$ cat src/design/sxpd_pkg.sv
// Shared types and constants for the SysEx patch dump extractor.
// Holds the item structs, the controller/datapath command and status
// groups, and the configuration register indexes. No dependencies.
`timescale 1ns / 1ps

package sxpd_pkg;

  localparam logic [7:0] BYTE_START = 8'hF0;
  localparam logic [7:0] BYTE_END   = 8'hF7;

  localparam int REG_W   = 7;
  localparam int INDEX_W = 5;

  // Configuration register indexes.
  localparam logic CFG_MANUFACTURER_ID = 1'b0;
  localparam logic CFG_DUMP_TYPE       = 1'b1;

  localparam logic [REG_W-1:0] MANUFACTURER_ID_RESET = 7'd65;
  localparam logic [REG_W-1:0] DUMP_TYPE_RESET       = 7'd48;

  typedef struct packed {
    logic [7:0] data_byte;
    logic       end_of_file;
  } sysex_item_t;

  typedef struct packed {
    logic [7:0]         patch_byte;
    logic [INDEX_W-1:0] byte_index;
    logic               last_of_patch;
  } patch_item_t;

  // Commands from the controller to the datapath.
  typedef struct packed {
    logic capture_type;
    logic clear_count;
    logic store_body;
    logic emit_start;
    logic emit_load;
  } sxpd_cmd_t;

  // Status from the datapath to the controller.
  typedef struct packed {
    logic is_start;
    logic is_end;
    logic is_id;
    logic eof;
    logic type_match;
    logic count_full;
    logic emit_last;
    logic out_free;
  } sxpd_status_t;

endpackage

$ cat src/design/sysex_patch_dump_extractor.sv
// Top level of the SysEx patch dump extractor.
// Joins sxpd_ctrl and sxpd_datapath; uses sxpd_pkg.
//
//   channel   direction  handshake                      payload
//   sysex     in         sysex_valid / sysex_stall      sysex_item_t
//   patch     out        patch_valid / patch_stall      patch_item_t
//   cfg       in         cfg_we (no wait)               cfg_index, cfg_data
//
// Bytes are taken while sysex_stall is low. The end byte of a matching dump
// starts a burst of PATCH_BYTES output items, one a cycle through the patch
// buffer's single read port; sysex_stall is high for the burst, longer if
// patch_stall holds the output register. Reset is synchronous and restores
// the parser, body count and config registers; the buffer is not cleared.
`timescale 1ns / 1ps

module sysex_patch_dump_extractor #(
  parameter int PATCH_BYTES = 18
) (
  input  logic                       clk,
  input  logic                       rst,
  input  logic                       sysex_valid,
  output logic                       sysex_stall,
  input  sxpd_pkg::sysex_item_t      sysex_item,
  output logic                       patch_valid,
  input  logic                       patch_stall,
  output sxpd_pkg::patch_item_t      patch_item,
  input  logic                       cfg_we,
  input  logic                       cfg_index,
  input  logic [sxpd_pkg::REG_W-1:0] cfg_data
);
  import sxpd_pkg::*;

  sxpd_cmd_t    cmd;
  sxpd_status_t status;

  sxpd_ctrl u_ctrl (
    .clk         (clk),
    .rst         (rst),
    .sysex_valid (sysex_valid),
    .sysex_stall (sysex_stall),
    .status      (status),
    .cmd         (cmd)
  );

  sxpd_datapath #(
    .PATCH_BYTES (PATCH_BYTES)
  ) u_datapath (
    .clk         (clk),
    .rst         (rst),
    .cfg_we      (cfg_we),
    .cfg_index   (cfg_index),
    .cfg_data    (cfg_data),
    .sysex_item  (sysex_item),
    .patch_item  (patch_item),
    .patch_valid (patch_valid),
    .patch_stall (patch_stall),
    .cmd         (cmd),
    .status      (status)
  );

endmodule

$ cat src/design/sxpd_ctrl.sv
// Parser state machine of the SysEx patch dump extractor.
// Uses sxpd_pkg; drives datapath commands from the datapath status.
`timescale 1ns / 1ps

module sxpd_ctrl (
  input  logic                  clk,
  input  logic                  rst,
  input  logic                  sysex_valid,
  output logic                  sysex_stall,
  input  sxpd_pkg::sxpd_status_t status,
  output sxpd_pkg::sxpd_cmd_t    cmd
);
  import sxpd_pkg::*;

  typedef enum logic [5:0] {
    ST_SEARCH      = 6'b000001,
    ST_AFTER_START = 6'b000010,
    ST_AFTER_ID    = 6'b000100,
    ST_AFTER_TYPE  = 6'b001000,
    ST_BODY        = 6'b010000,
    ST_EMIT        = 6'b100000
  } state_t;

  state_t state, state_next;
  logic   accept;

  assign sysex_stall = (state == ST_EMIT);
  assign accept      = sysex_valid && !sysex_stall;

  always_comb begin
    state_next = state;
    cmd        = '0;
    case (state)
      ST_SEARCH: begin
        if (accept && status.is_start) state_next = ST_AFTER_START;
      end
      ST_AFTER_START: begin
        if (accept) begin
          // A repeated start byte keeps the parser waiting for the id.
          if (status.is_id) state_next = ST_AFTER_ID;
          else if (status.is_start) state_next = ST_AFTER_START;
          else state_next = ST_SEARCH;
        end
      end
      ST_AFTER_ID: begin
        if (accept) begin
          if (status.is_end) begin
            state_next = ST_SEARCH;
          end else begin
            cmd.capture_type = 1'b1;
            state_next       = ST_AFTER_TYPE;
          end
        end
      end
      ST_AFTER_TYPE: begin
        if (accept) begin
          if (status.is_end) begin
            state_next = ST_SEARCH;
          end else begin
            cmd.clear_count = 1'b1;
            state_next      = ST_BODY;
          end
        end
      end
      ST_BODY: begin
        if (accept) begin
          if (status.is_end) begin
            if (status.type_match && status.count_full) begin
              cmd.emit_start = 1'b1;
              state_next     = ST_EMIT;
            end else begin
              state_next = ST_SEARCH;
            end
          end else if (!status.count_full) begin
            cmd.store_body = 1'b1;
          end
        end
      end
      ST_EMIT: begin
        if (status.out_free) begin
          cmd.emit_load = 1'b1;
          if (status.emit_last) state_next = ST_SEARCH;
        end
      end
      default: begin
        state_next = ST_SEARCH;
      end
    endcase
    // End of file abandons an open message, but a dump already closed
    // by this byte is still sent out.
    if (accept && status.eof && state_next != ST_EMIT) state_next = ST_SEARCH;
  end

  always_ff @(posedge clk) begin
    if (rst) begin
      state <= ST_SEARCH;
    end else begin
      state <= state_next;
    end
  end

endmodule

$ cat src/design/sxpd_datapath.sv
// Datapath of the SysEx patch dump extractor: configuration registers,
// byte compares, body count, patch buffer and output register. Uses sxpd_pkg.
`timescale 1ns / 1ps

module sxpd_datapath #(
  parameter int PATCH_BYTES = 18
) (
  input  logic                   clk,
  input  logic                   rst,
  input  logic                   cfg_we,
  input  logic                   cfg_index,
  input  logic [sxpd_pkg::REG_W-1:0] cfg_data,
  input  sxpd_pkg::sysex_item_t  sysex_item,
  output sxpd_pkg::patch_item_t  patch_item,
  output logic                   patch_valid,
  input  logic                   patch_stall,
  input  sxpd_pkg::sxpd_cmd_t    cmd,
  output sxpd_pkg::sxpd_status_t status
);
  import sxpd_pkg::*;

  localparam int CNT_W = $clog2(PATCH_BYTES + 1);
  localparam int IDX_W = (PATCH_BYTES > 1) ? $clog2(PATCH_BYTES) : 1;

  logic [REG_W-1:0] manufacturer_id;
  logic [REG_W-1:0] dump_type;
  logic             type_matches;
  logic [CNT_W-1:0] body_count;
  logic [IDX_W-1:0] emit_idx;
  logic [7:0]       patch_buffer [PATCH_BYTES];

  always_ff @(posedge clk) begin
    if (rst) begin
      manufacturer_id <= MANUFACTURER_ID_RESET;
      dump_type       <= DUMP_TYPE_RESET;
    end else if (cfg_we) begin
      case (cfg_index)
        CFG_MANUFACTURER_ID: manufacturer_id <= cfg_data;
        CFG_DUMP_TYPE:       dump_type       <= cfg_data;
        default: begin
        end
      endcase
    end
  end

  // Full 8-bit compares: a byte with the top bit set never matches the id or type.
  assign status.is_start   = (sysex_item.data_byte == BYTE_START);
  assign status.is_end     = (sysex_item.data_byte == BYTE_END);
  assign status.is_id      = (sysex_item.data_byte == {1'b0, manufacturer_id});
  assign status.eof        = sysex_item.end_of_file;
  assign status.type_match = type_matches;
  assign status.count_full = (body_count == CNT_W'(PATCH_BYTES));
  assign status.emit_last  = (emit_idx == IDX_W'(PATCH_BYTES - 1));
  assign status.out_free   = !patch_valid || !patch_stall;

  always_ff @(posedge clk) begin
    if (rst) begin
      type_matches <= 1'b0;
      body_count   <= '0;
    end else begin
      if (cmd.capture_type) type_matches <= (sysex_item.data_byte == {1'b0, dump_type});
      if (cmd.clear_count) body_count <= '0;
      else if (cmd.store_body) body_count <= body_count + CNT_W'(1);
    end
  end

  always_ff @(posedge clk) begin
    if (cmd.store_body) patch_buffer[body_count[IDX_W-1:0]] <= sysex_item.data_byte;
  end

  always_ff @(posedge clk) begin
    if (rst) begin
      emit_idx    <= '0;
      patch_valid <= 1'b0;
    end else begin
      if (cmd.emit_start) emit_idx <= '0;
      else if (cmd.emit_load) emit_idx <= emit_idx + IDX_W'(1);
      if (cmd.emit_load) patch_valid <= 1'b1;
      else if (!patch_stall) patch_valid <= 1'b0;
    end
  end

  // The buffer read is registered straight into the output item.
  always_ff @(posedge clk) begin
    if (cmd.emit_load) begin
      patch_item.patch_byte    <= patch_buffer[emit_idx];
      patch_item.byte_index    <= INDEX_W'(emit_idx);
      patch_item.last_of_patch <= status.emit_last;
    end
  end

endmodule

$ cat config.mk
export PLATFORM = sky130hd
export DESIGN_NAME = sysex_patch_dump_extractor
export DESIGN_NICKNAME = d
export VERILOG_FILES = /design/src/design/sxpd_pkg.sv /design/src/design/sysex_patch_dump_extractor.sv /design/src/design/sxpd_ctrl.sv /design/src/design/sxpd_datapath.sv
export SDC_FILE = /design/constraint.sdc
export NUM_CORES = 1
export LEC_CHECK = 0
export CAP_MARGIN = 15
export CELL_PAD_IN_SITES_DETAIL_PLACEMENT = 1
export CELL_PAD_IN_SITES_GLOBAL_PLACEMENT = 1
export CORE_ASPECT_RATIO = 2
export CORE_MARGIN = 2
export CORE_UTILIZATION = 37
export CTS_CLUSTER_DIAMETER = 120
export DETAILED_ROUTE_END_ITERATION = 10
export DONT_BUFFER_PORTS = 1
export GPL_TIMING_DRIVEN = 0
export PLACE_DENSITY_LB_ADDON = 0.25
export SLEW_MARGIN = 15
export SYNTH_ARGS = -nofsm -noshare
export SYNTH_HDL_FRONTEND = slang
export SYNTH_SLANG_ARGS = --single-unit
export TNS_END_PERCENT = 5
$ cat constraint.sdc
create_clock -name clk -period 2.1 [get_ports clk]
set_input_delay 0.105 -clock clk [delete_from_list [all_inputs] [get_ports clk]]
set_output_delay 0.105 -clock clk [all_outputs]
set_load 0.02 [all_outputs]
==> flow_summary_export.csv <==
group,metric,value,unit
yosys,synth.distinct_cells,54,
yosys,ys_seq_elements,190,
clocking,htreeDepth,4,
floorplanning,io_pins,38,
status,status,"finished, violations left",
routing,first_pass_iters,7,
final_layout,nets,598,
worst_setup_path,crit_buf_inv,3,
sta,slew_viol_final,0,
floorplanning,rows,75,
placed_design,postPlaceCellArea,0.00820,mm2
power,power.density,725,mW/mm2
final_layout,final_cell_mix,"edfxtp_1 (158), nand2_1 (32), mux4_2 (32)",
sta,rsz0062_at_grt,"yes",
yosys,ys.flop_type,"edfxtp_1",
sta,final_hold_viol_count,0,
worst_setup_path,cpPeakStageDelay,0.50,ns
yosys,syn_inst,497,
yosys,synth_area_leaders,"edfxtp_1 (60%), mux4_2 (9.2%), dfxtp_1 (8.2%)",
floorplanning,die_area,0.0225,mm2
final_layout,fillers,2002,
job,maxCapViolations,0,
sta,layout_min_cycle_time,2.12,ns
floorplanning,core-area,0.0209,mm2
grt,grt_max_degree,20,
min_path,hold_class,"in -> reg",
yosys,syn_area,0.00785,mm2
worst_setup_path,cp-end-kind,"flop",
placed_design,dpl.hpwl,12.7,mm
clocking,clk_pin_slew,0.07,ns
final_layout,n_antenna_cell,0,
grt,first_global_vias,5112,
sta,period_share,1.01,
routing,vias,4583,
clocking,cts_buffers,17,
yosys,synth_fp_nets,525,
floorplanning,die_y,210,um
yosys,syn_area_per_cell,15.8,um2
worst_setup_path,cp_num_cells,7,
sta,layout_setup_ws,-0.0206,ns
final_layout,fin_area,0.00994,mm2
worst_setup_path,cp.required,2.23,ns
routing,detail_route.wl_per_cell,23.3,um
worst_setup_path,cp_cell_sequence,"buf_12, buf_12, mux4_2, nor2b_1, a2111oi_2, buf_2, a221oi_1",
yosys,synth_top_cell_area_share,0.605,
sta,setup-tns-final,-0.0278,ns
placed_design,gp_congestion,0.895,
worst_setup_path,arrival,2.25,ns
status,violations,"setup timing",
yosys,ys_async_sr_fraction,0,
final_layout,final_common_cell,"edfxtp_1",
sta,holdWs,0.0303,ns
sta,tightestPinTransition,1.02,ns
final_layout,drive_gt1_frac,0.286,
power,ir_drop,0.591,mV
worst_setup_path,cp_common_cell,"buf_12",
grt,grt_pass1_wl,30.1,mm
sta,clock-skew-final,0.0132,ns
worst_setup_path,cp-start-kind,"flop",
sta,setup_viol,3,
worst_setup_path,r2r_slack,-0.02,ns
floorplanning,die_width,107,um
sta,fmax,472,MHz
routing,ant_nets,0,
floorplanning,initial_utilization,0.375,
routing,viasPerCell,5.38,
power,leakage,0.00305,uW
yosys,yosysSeqAreaShare,0.686,
yosys,synth_edf_count,158,
placed_design,pre_cts_slack,-1.07,ns
worst_setup_path,cpMaxStageDelayCell,"mux4_2",
final_layout,area_delta_synth_final,26.7,%
clocking,root_buffer,"clkbuf_16",
routing,wl,19.9,mm
clocking,cts.sinks,190,
clocking,worstSkewPairLatency,0.43,ns
grt,grt_use_total,0.185,
routing,first_iter_violations,201,
power,power,7210,uW
yosys,synth_largest_area_cell,"edfxtp_1",
routing,drc,0,
yosys,ys_warn_count,0,
worst_setup_path,crit_family,"buffers and inverters",
worst_setup_path,crit_type,"reg -> reg",
worst_setup_path,r2r_cells,7,
sta,max_slew_margin,0.323,
grt,antenna_found_initial,0,
grt,grt_overflow,0,
clocking,clockBufferDepth,2,
clocking,cts_tree,"yes",
worst_setup_path,worstPathMaxFanout,7,
min_path,whs_path_depth,4,
placed_design,io_buffer_count,0,
## routing by layer
| layer | GRT usage | up-vias | wire, um |
|---|---|---|---|
| met5 | 0 | - | 0 |
| met4 | 0.104 | 0 | 1020 |
| met3 | 0.0260 | 41 | 673 |
| met2 | 0.349 | 110 | 11400 |
| met1 | 0.191 | 2343 | 6750 |
| li1 | - | 2089 | - |
## sequential cells by signal, indices dropped and copies added, names as in the netlist
signal and cells:
u_datapath.manufacturer_id 7, u_datapath.patch_buffer 144, u_datapath.body_count 5, u_datapath.patch_valid 1, u_datapath.type_matches 1, u_datapath.patch_item 14
u_datapath.dump_type 7, u_datapath.emit_idx 5, u_ctrl.state 6
## logic make-up after synthesis
logic type / after synthesis / synth area share
XOR/XNOR: 23 / 0.0257
buffers and inverters: 30 / 0.0164
multiplexers: 49 / 0.114
AND/OR/NAND/NOR: 143 / 0.0942
flip-flops: 190 / 0.686
adder cells (fa/ha/maj): 6 / 0.00957
AO/OA/AOI/OAI: 56 / 0.0544
## where the power goes
part           switching, uW  internal [uW]
sequential              10.2           4080
combinational            110           61.3
clock                   1340           1610
total                   1460           5750
## layout make-up
type                            instances  area, um2  share of cell area
Inverter                                6       22.5             0.00227
Multi-Input combinational cell        278       2770               0.279
Sequential cell                       190       5400               0.543
Buffer                                 23        211              0.0213
Timing Repair Buffer                   54        673              0.0677
Tap cell                              269        337              0.0338
Clock inverter                         13        100              0.0101
Clock buffer                           19        433              0.0435
## through the flow
| step | std cells | utilization |
|---|---|---|
| detailed placement | 767 | 0.392 |
| CTS | 843 | 0.467 |
| floorplan | 497 | - |
| global placement | 766 | 0.391 |
| finish | 852 | 0.475 |
| global route | 852 | 0.475 |
## synthesized netlist by cell type (all sizes together), types with 2 or more instances
library cell	instances
a31oi	2
nor4b	2
or3	4
mux2i	17
ha	6
xnor2	10
a211o	2
nand3b	4
nor2	39
nor3	4
or4	2
a221oi	9
and2	4
buf	10
o21ai	6
nand3	10
a21boi	2
dfxtp	32
clkbuf	14
or3b	2
nor2b	11
and3	3
a21oi	15
nand2	36
nor4	7
inv	6
xor2	13
nand2b	4
edfxtp	158
a2111oi	8
nand4	7
mux4	32
o21a	3
## worst register-to-register path, cell delays in order (launching register included)
cell and delay, ns:
dfxtp_4 0.37, buf_12 0.14, buf_12 0.14, mux4_2 0.50, nor2b_1 0.16, a2111oi_2 0.21, buf_2 0.23, a221oi_1 0.07
## path summary, 6_finish.rpt
kind	start	endpoint
worst min-delay path	sysex_valid	u_ctrl.state[0]
worst max-delay path	u_datapath.emit_idx[0]	u_datapath.patch_item[11]
worst min register to register	u_datapath.dump_type[1]	u_datapath.dump_type[1]
worst max register to register	u_datapath.emit_idx[0]	u_datapath.patch_item[11]
## repair_timing
action,4_1_cts,5_1_grt
buffers inserted,26,9
endpoints found under the setup margin,178,168
hold endpoints to repair,162,0
resized for setup,107,22
hold buffers,17,0
pin swaps,27,17
cloned,2,0
Note: power is estimated with default switching activity, not from simulation.
